File: config.mk
export PLATFORM = sky130hd
export DESIGN_NAME = hmm_scaled_forward_step_core
export DESIGN_NICKNAME = d
export VERILOG_FILES = /design/src/hsf_pkg.sv /design/src/hmm_scaled_forward_step_core.sv /design/src/hsf_trans_ram.sv /design/src/hsf_mul_acc.sv /design/src/hsf_div.sv
export SDC_FILE = /design/constraint.sdc
export NUM_CORES = 2
export LEC_CHECK = 0
export ABC_AREA = 0
export ABC_CLOCK_PERIOD_IN_PS = 10200
export BUFFER_PORTS_ARGS = -buffer_cell sky130_fd_sc_hd__clkbuf_2
export CAP_MARGIN = 20
export CELL_PAD_IN_SITES_DETAIL_PLACEMENT = 1
export CELL_PAD_IN_SITES_GLOBAL_PLACEMENT = 1
export CORE_MARGIN = 2
export CORE_UTILIZATION = 40
export DETAILED_ROUTE_END_ITERATION = 10
export PLACE_DENSITY = 0.68
export SYNTH_ARGS = -nofsm -noshare
export SYNTH_HDL_FRONTEND = slang
export SYNTH_SLANG_ARGS = --single-unit
File: constraint.sdc
create_clock -name clk -period 10.2 [get_ports clk]
set_input_delay 1.02 -clock clk [delete_from_list [all_inputs] [get_ports clk]]
set_output_delay 1.02 -clock clk [all_outputs]
set_load 0.02 [all_outputs]
File: src/hsf_pkg.sv
// ----------------------------------------------------------------------------
// HMM scaled forward step: shared package
// Sizes, fixed-point widths, input modes, sequencer states and the command
// word of the shared multiply-accumulate unit.
// ----------------------------------------------------------------------------
package hsf_pkg;

  // Model size and probability format (Q0.PROB_BITS, scale in Q3.PROB_BITS).
  localparam int NUM_STATES = 8;
  localparam int PROB_BITS  = 16;
  localparam int STATE_W    = $clog2(NUM_STATES);
  localparam int IDX_W      = 3;
  localparam int SCALE_W    = PROB_BITS + 3;
  localparam int PROD_W     = SCALE_W + PROB_BITS;
  localparam int ACC_W      = 2 * PROB_BITS + STATE_W;
  localparam int RAM_AW     = 2 * STATE_W;
  localparam int RAM_DEPTH  = NUM_STATES * NUM_STATES;
  localparam int CNT_W      = $clog2(NUM_STATES + 2);
  localparam int DIV_CNT_W  = $clog2(PROB_BITS);

  // Port packing.
  localparam int IN_TDATA_W  = 24;
  localparam int IN_TUSER_W  = 3;
  localparam int OUT_TDATA_W = 40;

  typedef logic [PROB_BITS-1:0] prob_t;
  typedef logic [SCALE_W-1:0]   scale_t;

  localparam prob_t  PROB_MAX  = '1;
  localparam scale_t SCALE_MAX = '1;

  // Input item kinds.
  typedef enum logic [1:0] {
    MODE_TRANS = 2'd0,
    MODE_PRIOR = 2'd1,
    MODE_OBS   = 2'd2
  } mode_t;

  // Sequencer states.
  typedef enum logic [3:0] {
    ST_IDLE,
    ST_MAC,
    ST_SRND,
    ST_SMUL,
    ST_UPD,
    ST_SUM,
    ST_TOT,
    ST_DIV,
    ST_DWAIT,
    ST_EMIT
  } state_t;

  // Command word of the shared multiply-accumulate unit.
  typedef struct packed {
    logic clr;       // clear the accumulator
    logic mul_en;    // capture op_a * op_b into the product register
    logic acc_prod;  // add the product register into the accumulator
    logic acc_add;   // add the direct addend into the accumulator
  } mac_cmd_t;

endpackage

File: src/hmm_scaled_forward_step_core.sv
// ----------------------------------------------------------------------------
// HMM scaled forward step core
// Scaled forward recursion of an 8-state hidden Markov model in fixed point.
// ----------------------------------------------------------------------------
// Usage:
//   The input stream carries load and observation transactions. A transition
//   or prior load is written while idle. Observations arrive one state at a
//   time; the one for the last state closes the position and the core then
//   streams NUM_STATES results (state index, normalized alpha, scale, zero
//   flag) with tlast on the last state.
//   Work: a recursive observation has the shared multiply-accumulate unit
//   walk the transition memory one entry a cycle; a first-position
//   observation skips that walk. Closing a position sums the scale and then
//   runs the bit-serial divider for each state, which is cut short when the
//   scale is zero or the quotient saturates. No transaction is taken until
//   the last result of the position has been emitted.
//   The core takes one input transaction at a time; in_tready is high only
//   while it is idle. A stalled receiver holds the result in the output
//   register and halts the sequencer until the result is taken.
//   Reset clears the sequencer, the output valid and both alpha vectors; the
//   transition table and priors must be loaded before use.
// ----------------------------------------------------------------------------
module hmm_scaled_forward_step_core
  import hsf_pkg::*;
(
  input  logic                   clk,
  input  logic                   rst_n,
  // Input stream.
  input  logic                   in_tvalid,
  output logic                   in_tready,
  // [2:0] from_state, [5:3] to_state, [21:6] value, [23:22] zero
  input  logic [IN_TDATA_W-1:0]  in_tdata,
  // [1:0] mode, [2] new_sequence
  input  logic [IN_TUSER_W-1:0]  in_tuser,
  // Result stream.
  output logic                   out_tvalid,
  input  logic                   out_tready,
  // [2:0] state_index, [18:3] alpha, [37:19] scale, [39:38] zero
  output logic [OUT_TDATA_W-1:0] out_tdata,
  // [0] zero_sum
  output logic [0:0]             out_tuser,
  output logic                   out_tlast
);

  localparam logic [CNT_W-1:0]   CNT_N    = CNT_W'(NUM_STATES);
  localparam logic [CNT_W-1:0]   CNT_N1   = CNT_W'(NUM_STATES + 1);
  localparam logic [CNT_W-1:0]   CNT_LAST = CNT_W'(NUM_STATES - 1);
  localparam logic [CNT_W-1:0]   CNT_TWO  = CNT_W'(2);
  localparam logic [STATE_W-1:0] IDX_LAST = STATE_W'(NUM_STATES - 1);

  // Input field decode.
  logic [IDX_W-1:0]   in_from;
  logic [IDX_W-1:0]   in_to;
  prob_t              in_val;
  mode_t              in_mode;
  logic               in_first;
  logic               to_ok;
  logic               from_ok;

  assign in_from  = in_tdata[2:0];
  assign in_to    = in_tdata[5:3];
  assign in_val   = in_tdata[21:6];
  assign in_mode  = mode_t'(in_tuser[1:0]);
  assign in_first = in_tuser[2];
  assign to_ok    = (int'(in_to) < NUM_STATES);
  assign from_ok  = (int'(in_from) < NUM_STATES);

  // State.
  state_t             state_r, state_nxt;
  logic [CNT_W-1:0]   cnt_r, cnt_nxt;
  logic [STATE_W-1:0] to_r, to_nxt;
  prob_t              val_r, val_nxt;
  scale_t             s_r, s_nxt;
  scale_t             total_r, total_nxt;
  prob_t              prior_r [NUM_STATES];
  prob_t              prev_r  [NUM_STATES];
  scale_t             cur_r   [NUM_STATES];

  // Output register.
  logic               out_vld_r, out_vld_nxt;
  logic [IDX_W-1:0]   out_idx_r, out_idx_nxt;
  prob_t              out_alpha_r, out_alpha_nxt;
  scale_t             out_scale_r, out_scale_nxt;
  logic               out_zero_r, out_zero_nxt;
  logic               out_last_r, out_last_nxt;

  // Control and datapath wires.
  logic [STATE_W-1:0] cnt_idx;
  logic [CNT_W-1:0]   cnt_m1;
  logic [STATE_W-1:0] cnt_m1_idx;
  logic               obs_acc;
  logic               out_free;
  logic               ram_we;
  logic [RAM_AW-1:0]  ram_waddr;
  logic [RAM_AW-1:0]  ram_raddr;
  prob_t              ram_rdata;
  logic               prior_we;
  logic               cur_we;
  logic               prev_we;
  logic               out_load;
  logic               div_start;
  logic               div_done;
  prob_t              div_quot;
  mac_cmd_t           mac_cmd;
  scale_t             op_a;
  prob_t              op_b;
  scale_t             addend;
  scale_t             prod_rnd;
  scale_t             acc_rnd;
  scale_t             acc_sat;

  assign cnt_idx    = cnt_r[STATE_W-1:0];
  assign cnt_m1     = cnt_r - 1'b1;
  assign cnt_m1_idx = cnt_m1[STATE_W-1:0];
  assign obs_acc    = in_tvalid && (in_mode == MODE_OBS) && to_ok;
  assign out_free   = !out_vld_r || out_tready;
  assign ram_waddr  = {in_from[STATE_W-1:0], in_to[STATE_W-1:0]};

  // Sequencer next state.
  always_comb begin
    state_nxt = state_r;
    case (state_r)
      ST_IDLE: begin
        if (obs_acc) begin
          state_nxt = in_first ? ST_SMUL : ST_MAC;
        end
      end
      ST_MAC: begin
        if (cnt_r == CNT_N1) begin
          state_nxt = ST_SRND;
        end
      end
      ST_SRND: state_nxt = ST_SMUL;
      ST_SMUL: state_nxt = ST_UPD;
      ST_UPD: begin
        state_nxt = (to_r == IDX_LAST) ? ST_SUM : ST_IDLE;
      end
      ST_SUM: begin
        if (cnt_r == CNT_LAST) begin
          state_nxt = ST_TOT;
        end
      end
      ST_TOT: state_nxt = ST_DIV;
      ST_DIV: state_nxt = ST_DWAIT;
      ST_DWAIT: begin
        if (div_done) begin
          state_nxt = ST_EMIT;
        end
      end
      ST_EMIT: begin
        if (out_free) begin
          state_nxt = (cnt_r == CNT_LAST) ? ST_IDLE : ST_DIV;
        end
      end
      default: state_nxt = ST_IDLE;
    endcase
  end

  // Sequencer outputs: strobes and operand selection of the shared units.
  always_comb begin
    in_tready = 1'b0;
    mac_cmd   = '0;
    ram_we    = 1'b0;
    prior_we  = 1'b0;
    cur_we    = 1'b0;
    prev_we   = 1'b0;
    div_start = 1'b0;
    out_load  = 1'b0;
    op_a      = s_r;
    op_b      = val_r;
    addend    = cur_r[cnt_idx];
    ram_raddr = {cnt_idx, to_r};
    case (state_r)
      ST_IDLE: begin
        in_tready   = 1'b1;
        mac_cmd.clr = 1'b1;
        ram_we   = in_tvalid && (in_mode == MODE_TRANS) && to_ok && from_ok;
        prior_we = in_tvalid && (in_mode == MODE_PRIOR) && to_ok;
      end
      ST_MAC: begin
        // Read i is issued at count i, multiplied at i+1, added at i+2.
        op_a             = SCALE_W'(ram_rdata);
        op_b             = prev_r[cnt_m1_idx];
        mac_cmd.mul_en   = (cnt_r != '0) && (cnt_r <= CNT_N);
        mac_cmd.acc_prod = (cnt_r >= CNT_TWO);
      end
      ST_SMUL: begin
        mac_cmd.mul_en = 1'b1;
      end
      ST_UPD: begin
        cur_we      = 1'b1;
        mac_cmd.clr = 1'b1;
      end
      ST_SUM: begin
        mac_cmd.acc_add = 1'b1;
      end
      ST_DIV: begin
        div_start = 1'b1;
      end
      ST_EMIT: begin
        out_load = out_free;
        prev_we  = out_free;
      end
      default: begin
      end
    endcase
  end

  // Datapath register next values.
  always_comb begin
    cnt_nxt       = cnt_r;
    to_nxt        = to_r;
    val_nxt       = val_r;
    s_nxt         = s_r;
    total_nxt     = total_r;
    out_idx_nxt   = out_idx_r;
    out_alpha_nxt = out_alpha_r;
    out_scale_nxt = out_scale_r;
    out_zero_nxt  = out_zero_r;
    out_last_nxt  = out_last_r;
    out_vld_nxt   = out_tready ? 1'b0 : out_vld_r;
    case (state_r)
      ST_IDLE: begin
        cnt_nxt = '0;
        if (obs_acc) begin
          to_nxt  = in_to[STATE_W-1:0];
          val_nxt = in_val;
          s_nxt   = SCALE_W'(prior_r[in_to[STATE_W-1:0]]);
        end
      end
      ST_MAC:  cnt_nxt = cnt_r + 1'b1;
      ST_SRND: s_nxt = acc_rnd;
      ST_UPD:  cnt_nxt = '0;
      ST_SUM:  cnt_nxt = cnt_r + 1'b1;
      ST_TOT: begin
        cnt_nxt   = '0;
        total_nxt = acc_sat;
      end
      ST_EMIT: begin
        if (out_free) begin
          cnt_nxt = cnt_r + 1'b1;
        end
      end
      default: begin
      end
    endcase
    if (out_load) begin
      out_vld_nxt   = 1'b1;
      out_idx_nxt   = IDX_W'(cnt_idx);
      out_alpha_nxt = div_quot;
      out_scale_nxt = total_r;
      out_zero_nxt  = (total_r == '0);
      out_last_nxt  = (cnt_r == CNT_LAST);
    end
  end

  // Control registers.
  always_ff @(posedge clk) begin
    if (!rst_n) begin
      state_r   <= ST_IDLE;
      out_vld_r <= 1'b0;
    end else begin
      state_r   <= state_nxt;
      out_vld_r <= out_vld_nxt;
    end
  end

  // Payload registers.
  always_ff @(posedge clk) begin
    cnt_r       <= cnt_nxt;
    to_r        <= to_nxt;
    val_r       <= val_nxt;
    s_r         <= s_nxt;
    total_r     <= total_nxt;
    out_idx_r   <= out_idx_nxt;
    out_alpha_r <= out_alpha_nxt;
    out_scale_r <= out_scale_nxt;
    out_zero_r  <= out_zero_nxt;
    out_last_r  <= out_last_nxt;
  end

  // Prior vector, written by load transactions.
  always_ff @(posedge clk) begin
    if (prior_we) begin
      prior_r[in_to[STATE_W-1:0]] <= in_val;
    end
  end

  // Unnormalized and normalized alpha vectors.
  always_ff @(posedge clk) begin
    if (!rst_n) begin
      for (int i = 0; i < NUM_STATES; i++) begin
        cur_r[i]  <= '0;
        prev_r[i] <= '0;
      end
    end else begin
      if (cur_we) begin
        cur_r[to_r] <= prod_rnd;
      end
      if (prev_we) begin
        prev_r[cnt_idx] <= div_quot;
      end
    end
  end

  hsf_trans_ram u_trans_ram (
    .clk       (clk),
    .we        (ram_we),
    .waddr     (ram_waddr),
    .wdata     (in_val),
    .raddr     (ram_raddr),
    .rd_data_r (ram_rdata)
  );

  hsf_mul_acc u_mul_acc (
    .clk      (clk),
    .cmd      (mac_cmd),
    .op_a     (op_a),
    .op_b     (op_b),
    .addend   (addend),
    .prod_rnd (prod_rnd),
    .acc_rnd  (acc_rnd),
    .acc_sat  (acc_sat)
  );

  hsf_div u_div (
    .clk      (clk),
    .rst_n    (rst_n),
    .start    (div_start),
    .dividend (cur_r[cnt_idx]),
    .divisor  (total_r),
    .done     (div_done),
    .quot     (div_quot)
  );

  // Result stream.
  assign out_tvalid = out_vld_r;
  assign out_tdata  = {2'b00, out_scale_r, out_alpha_r, out_idx_r};
  assign out_tuser  = out_zero_r;
  assign out_tlast  = out_last_r;

endmodule

File: src/hsf_trans_ram.sv
// ----------------------------------------------------------------------------
// HMM scaled forward step: transition table memory
// One write port and one read port with registered read data.
// ----------------------------------------------------------------------------
module hsf_trans_ram
  import hsf_pkg::*;
(
  input  logic              clk,
  input  logic              we,
  input  logic [RAM_AW-1:0] waddr,
  input  prob_t             wdata,
  input  logic [RAM_AW-1:0] raddr,
  output prob_t             rd_data_r
);

  prob_t mem [RAM_DEPTH];

  // Write port.
  always_ff @(posedge clk) begin
    if (we) begin
      mem[waddr] <= wdata;
    end
  end

  // Registered read port.
  always_ff @(posedge clk) begin
    rd_data_r <= mem[raddr];
  end

endmodule

File: src/hsf_mul_acc.sv
// ----------------------------------------------------------------------------
// HMM scaled forward step: shared multiply-accumulate unit
// One registered multiplier and one accumulator, with round-half-up and
// saturation to Q3 of the product and the sum; the sum also comes unrounded.
// ----------------------------------------------------------------------------
module hsf_mul_acc
  import hsf_pkg::*;
(
  input  logic     clk,
  input  mac_cmd_t cmd,
  input  scale_t   op_a,
  input  prob_t    op_b,
  input  scale_t   addend,
  output scale_t   prod_rnd,
  output scale_t   acc_rnd,
  output scale_t   acc_sat
);

  localparam int PRND_W = PROD_W + 1;
  localparam int ARND_W = ACC_W + 1;
  localparam logic [PRND_W-1:0] PHALF = PRND_W'(1) << (PROB_BITS - 1);
  localparam logic [ARND_W-1:0] AHALF = ARND_W'(1) << (PROB_BITS - 1);

  logic [PROD_W-1:0]          prod_r;
  logic [PROD_W-1:0]          prod_nxt;
  logic [ACC_W-1:0]           acc_r;
  logic [ACC_W-1:0]           acc_nxt;
  logic [PRND_W-1:0]          prod_sum;
  logic [PRND_W-PROB_BITS-1:0] prod_sh;
  logic [ARND_W-1:0]          acc_sum;
  logic [ARND_W-PROB_BITS-1:0] acc_sh;

  // Multiplier and accumulator next values.
  always_comb begin
    prod_nxt = prod_r;
    if (cmd.mul_en) begin
      prod_nxt = PROD_W'(op_a) * PROD_W'(op_b);
    end
    acc_nxt = acc_r;
    if (cmd.clr) begin
      acc_nxt = '0;
    end else if (cmd.acc_prod) begin
      acc_nxt = acc_r + ACC_W'(prod_r);
    end else if (cmd.acc_add) begin
      acc_nxt = acc_r + ACC_W'(addend);
    end
  end

  always_ff @(posedge clk) begin
    prod_r <= prod_nxt;
    acc_r  <= acc_nxt;
  end

  // Product rounded to PROB_BITS fraction bits and saturated to Q3.
  always_comb begin
    prod_sum = {1'b0, prod_r} + PHALF;
    prod_sh  = prod_sum[PRND_W-1:PROB_BITS];
    if ((prod_sh >> SCALE_W) != '0) begin
      prod_rnd = SCALE_MAX;
    end else begin
      prod_rnd = prod_sh[SCALE_W-1:0];
    end
  end

  // Accumulated product sum rounded once and saturated to Q3.
  always_comb begin
    acc_sum = {1'b0, acc_r} + AHALF;
    acc_sh  = acc_sum[ARND_W-1:PROB_BITS];
    if ((acc_sh >> SCALE_W) != '0) begin
      acc_rnd = SCALE_MAX;
    end else begin
      acc_rnd = acc_sh[SCALE_W-1:0];
    end
  end

  // Plain accumulated sum saturated to Q3 (scale of a position).
  always_comb begin
    if ((acc_r >> SCALE_W) != '0) begin
      acc_sat = SCALE_MAX;
    end else begin
      acc_sat = acc_r[SCALE_W-1:0];
    end
  end

endmodule

File: src/hsf_div.sv
// ----------------------------------------------------------------------------
// HMM scaled forward step: normalizing divider
// Restoring division of an alpha by the scale, one quotient bit per cycle,
// then a round-half-up step with saturation to the Q0 maximum.
// ----------------------------------------------------------------------------
module hsf_div
  import hsf_pkg::*;
(
  input  logic   clk,
  input  logic   rst_n,
  input  logic   start,
  input  scale_t dividend,
  input  scale_t divisor,
  output logic   done,
  output prob_t  quot
);

  localparam logic [DIV_CNT_W-1:0] CNT_END = DIV_CNT_W'(PROB_BITS - 1);

  logic                 busy_r, busy_nxt;
  logic                 rnd_r, rnd_nxt;
  logic                 done_r, done_nxt;
  logic [DIV_CNT_W-1:0] cnt_r, cnt_nxt;
  scale_t               rem_r, rem_nxt;
  scale_t               den_r, den_nxt;
  prob_t                frac_r, frac_nxt;
  prob_t                quot_r, quot_nxt;
  logic [SCALE_W:0]     rem2;
  logic [SCALE_W:0]     rem_sub;
  logic                 ge;

  // Trial subtraction of the shifted remainder.
  always_comb begin
    rem2    = {rem_r, 1'b0};
    rem_sub = rem2 - {1'b0, den_r};
    ge      = (rem2 >= {1'b0, den_r});
  end

  always_comb begin
    busy_nxt = busy_r;
    rnd_nxt  = 1'b0;
    done_nxt = 1'b0;
    cnt_nxt  = cnt_r;
    rem_nxt  = rem_r;
    den_nxt  = den_r;
    frac_nxt = frac_r;
    quot_nxt = quot_r;
    if (start) begin
      // Zero scale gives zero; a quotient of one or more saturates.
      den_nxt = divisor;
      if (divisor == '0) begin
        quot_nxt = '0;
        done_nxt = 1'b1;
      end else if (dividend >= divisor) begin
        quot_nxt = PROB_MAX;
        done_nxt = 1'b1;
      end else begin
        rem_nxt  = dividend;
        frac_nxt = '0;
        cnt_nxt  = '0;
        busy_nxt = 1'b1;
      end
    end else if (busy_r) begin
      rem_nxt  = ge ? rem_sub[SCALE_W-1:0] : rem2[SCALE_W-1:0];
      frac_nxt = {frac_r[PROB_BITS-2:0], ge};
      cnt_nxt  = cnt_r + 1'b1;
      if (cnt_r == CNT_END) begin
        busy_nxt = 1'b0;
        rnd_nxt  = 1'b1;
      end
    end else if (rnd_r) begin
      // Round half up on the final remainder.
      done_nxt = 1'b1;
      if (ge && (frac_r == PROB_MAX)) begin
        quot_nxt = PROB_MAX;
      end else begin
        quot_nxt = frac_r + prob_t'(ge);
      end
    end
  end

  always_ff @(posedge clk) begin
    if (!rst_n) begin
      busy_r <= 1'b0;
      rnd_r  <= 1'b0;
      done_r <= 1'b0;
    end else begin
      busy_r <= busy_nxt;
      rnd_r  <= rnd_nxt;
      done_r <= done_nxt;
    end
  end

  always_ff @(posedge clk) begin
    cnt_r  <= cnt_nxt;
    rem_r  <= rem_nxt;
    den_r  <= den_nxt;
    frac_r <= frac_nxt;
    quot_r <= quot_nxt;
  end

  assign done = done_r;
  assign quot = quot_r;

endmodule

==> flow_metrics.py <==
metrics = {
    "outcome": {
        "outcome": "finished clean",
    },
    "logic_synthesis": {
        "synth_top_cell_by_area": "sky130_fd_sc_hd__edfxtp_1",
        "mappedNetlistArea_sq_um": 80100,
        "synth-seq-area-share": 0.631,
        "syn-mean-instance-area_sq_um": 14.1,
        "synth_edf_count": 1642,
        "yosys_warnings": 0,
        "yosys_register_bits": 1704,
        "gate_count_post_synth": 5676,
        "synthTopCellsByArea": "sky130_fd_sc_hd__edfxtp_1 62%, sky130_fd_sc_hd__fa_1 5.9%, sky130_fd_sc_hd__mux4_2 3.7%, sky130_fd_sc_hd__ha_1 2.9%, sky130_fd_sc_hd__nor2_1 2.7%",
        "yosys.area.top_type_share": 0.615,
        "async_reset_ff_frac": 0,
        "post_synth_num_cell_types": 95,
        "yosysMostFrequentCell": "sky130_fd_sc_hd__edfxtp_1",
        "synth_top_flop_cell": "sky130_fd_sc_hd__edfxtp_1",
        "ranking_of_synthesized_cells_by_instance_count": "1,642 x sky130_fd_sc_hd__edfxtp_1, 578 x sky130_fd_sc_hd__nor2_1, 414 x sky130_fd_sc_hd__nand2_1",
    },
    "timing": {
        "fin_worst_skew_ps": 101,
        "totalNegativeSetupSlack_ps": 0,
        "min_period_ps": 9000,
        "rsz0062_at_grt": "no",
        "relSlewSlack": 0.196,
        "worst-slew-pin-transition_ps": 1200,
        "fmax_mhz": 111,
        "maxSlewViolCount": 0,
        "timing.hold.ws_ps": 479,
        "final_setup_violation_count": 0,
        "final.period_utilization": 0.882,
        "hold_viol_final": 0,
    },
    "routing": {
        "dr_total_vias": 50476,
        "vias_per_cell": 5.82,
        "drt_pass1_iterations": 6,
        "totalWireLength_mm": 250,
        "drc": 0,
        "avgRoutedWirePerCell_microns": 28.8,
        "drtIter0Drc": 4959,
        "drtAntennaViolNets": 0,
    },
    "clock_tree": {
        "post-cts-setup-buffers": 0,
        "htree_num_levels": 4,
        "numCtsBuffers": 180,
        "tritoncts_clock_tree": "built",
        "clk_pin_slew_worst_paths_ps": 60,
        "clock-root-buffer": "sky130_fd_sc_hd__clkbuf_16",
        "postCtsHoldBufs": 0,
        "cts.sinks": 1704,
        "cts.repair.resized": 0,
        "cts-root-to-sink-buffers": 3,
        "insertion_delay_ps": 860,
    },
    "die": {
        "rows": 164,
        "floorplan.initialDensity": 0.402,
        "dieArea_sq_um": 204000,
        "core_area_sq_um": 199000,
        "floorplan.die.width_microns": 452,
        "die_height_microns": 452,
        "boundaryPins": 75,
    },
    "global_routing": {
        "first_pass_grt_wire_length_mm": 365,
        "antenna_found_initial": 9,
        "gr-total-overflow": 0,
        "grt_pass1_vias": 52838,
        "total_global_route_track_usage": 0.243,
        "grt_max_degree": 100,
    },
    "finish": {
        "drive_above_1_share": 0.149,
        "numnets_final": 6326,
        "post-route-cell-area_sq_um": 90400,
        "nFillCells": 19976,
        "area_delta_synth_final_pct": 12.8,
    },
    "critical_path": {
        "crit_path_top_delay_cell": "sky130_fd_sc_hd__a21oi_1",
        "path_common_cell": "sky130_fd_sc_hd__fa_1",
        "r2r_setup_slack_ps": 1200,
        "r2r-end": "u_mul_acc.prod_r[32]",
        "critPathCaptureType": "flip-flop",
        "worst_setup_path_startpoint": "cnt_r[0]",
        "crit_path_start_kind": "flip-flop",
        "timing.critical_path.arrival_ps": 9530,
        "critical_path_required_ps": 10740,
        "category_of_the_critical_setup_timing_path": "reg -> reg",
        "cp_max_fo": 18,
        "r2r_cells": 26,
        "largest_incremental_delay_on_the_critical_path_ps": 910,
        "startpoint_of_the_most_critical_register_to_register_path": "cnt_r[0]",
        "endpoint": "u_mul_acc.prod_r[32]",
    },
    "worst_hold_path": {
        "number_of_cells_traversed_by_the_worst_hold_path": 2,
        "min-delay-path-class": "reg -> reg",
    },
    "run": {
        "max_cap_viol_count": 0,
    },
    "place": {
        "globalplace.congestion": 0.880,
        "dpl-instance-area_sq_um": 84500,
        "dp_hpwl_mm": 159,
        "io_buffer_count": 70,
    },
}
## area by class of cell
type	count	area, sq um	share of cell area
diodes	2	5.00	0.0000553
clock buffers	234	4810	0.0532
clock inverters	99	898	0.00993
inverters	300	1130	0.0125
multi-input cells	3390	27500	0.304
flip-flops and latches	1704	50600	0.559
well taps	2656	3320	0.0367
repair buffers	294	2240	0.0248
## sequential cells by signal (all words and copies together), names as in the netlist, 16 cells and up, named ones only
register,count
u_mul_acc.prod_r,35
u_trans_ram.rd_data_r,16
u_div.quot,16
u_div.frac_r,16
out_alpha_r,16
prev_r,128
prior_r,128
val_r,16
u_div.den_r,19
cur_r,152
u_mul_acc.acc_r,35
u_trans_ram.mem,1024
s_r,19
u_div.rem_r,19
out_scale_r,19
total_r,19
## cells by family (layout without fill, tap and decap cells)
family | after synthesis | in the layout | synth area share
xor+xnor | 117 | 117 | 0.0129
buf+inv | 583 | 927 | 0.0294
mux | 374 | 374 | 0.0690
flops | 1704 | 1704 | 0.631
simple gates | 1515 | 1515 | 0.0868
compound gates | 957 | 957 | 0.0825
fa+ha+maj | 425 | 425 | 0.0886
other cells | 1 | 4 | 0.0000468
## worst max-delay path, delay by kind of cell (launching register included)
family | cells | cell delay [ps]
xor+xnor | 1 | 80
compound gates | 9 | 2840
buf+inv | 5 | 670
mux | 2 | 430
simple gates | 1 | 170
fa+ha+maj | 8 | 4120
flops | 1 | 360
## cells in the final DEF, fill, tap and decap left out, types with 132 or more instances in the layout
| master | netlist | routed |
|---|---|---|
| sky130_fd_sc_hd__a21oi_1 | 247 | 247 |
| sky130_fd_sc_hd__edfxtp_1 | 1642 | 1642 |
| sky130_fd_sc_hd__nand2_1 | 414 | 414 |
| sky130_fd_sc_hd__mux2i_1 | 134 | 133 |
| sky130_fd_sc_hd__fa_1 | 238 | 238 |
| sky130_fd_sc_hd__buf_4 | 14 | 208 |
| sky130_fd_sc_hd__mux4_2 | 132 | 132 |
| sky130_fd_sc_hd__clkbuf_16 | 0 | 181 |
| sky130_fd_sc_hd__ha_1 | 187 | 187 |
| sky130_fd_sc_hd__a221oi_1 | 160 | 160 |
| sky130_fd_sc_hd__inv_1 | 295 | 294 |
| sky130_fd_sc_hd__nor2_1 | 578 | 560 |
| sky130_fd_sc_hd__and2_1 | 172 | 172 |
## per-layer routing
| metal | GRT usage | vias up | wire [microns] |
|---|---|---|---|
| li1 | - | 21587 | - |
| met5 | 0 | - | 27 |
| met3 | 0.0374 | 539 | 16000 |
| met1 | 0.316 | 26457 | 100000 |
| met4 | 0.109 | 4 | 12300 |
| met2 | 0.403 | 1889 | 122000 |
## through the flow
step           setup slack, ps  cells  utilization
2_1_floorplan             1910   5677            -
3_3_place_gp              1490   8330        0.423
3_5_place_dp              1230   8334        0.424
4_1_cts                   1160   8667        0.452
5_1_grt                    790   8678        0.453
6_report                  1200   8679        0.453
## how the worst min path moves through the flow
stage	endpoint	start	slack [ps]
after global placement	u_mul_acc.acc_r[8]	u_mul_acc.acc_r[8]	460
after CTS	u_mul_acc.acc_r[0]	u_mul_acc.acc_r[0]	480
after detailed placement	u_mul_acc.acc_r[0]	u_mul_acc.acc_r[0]	470
after floorplan	u_mul_acc.acc_r[10]	u_mul_acc.acc_r[10]	440
after global routing	u_mul_acc.acc_r[0]	u_mul_acc.acc_r[0]	510
final	u_mul_acc.acc_r[12]	u_mul_acc.acc_r[12]	480
Power is left out: the tool's default activity adds up to more than one toggle a clock period on the data nets, which glitch-free logic cannot reach.
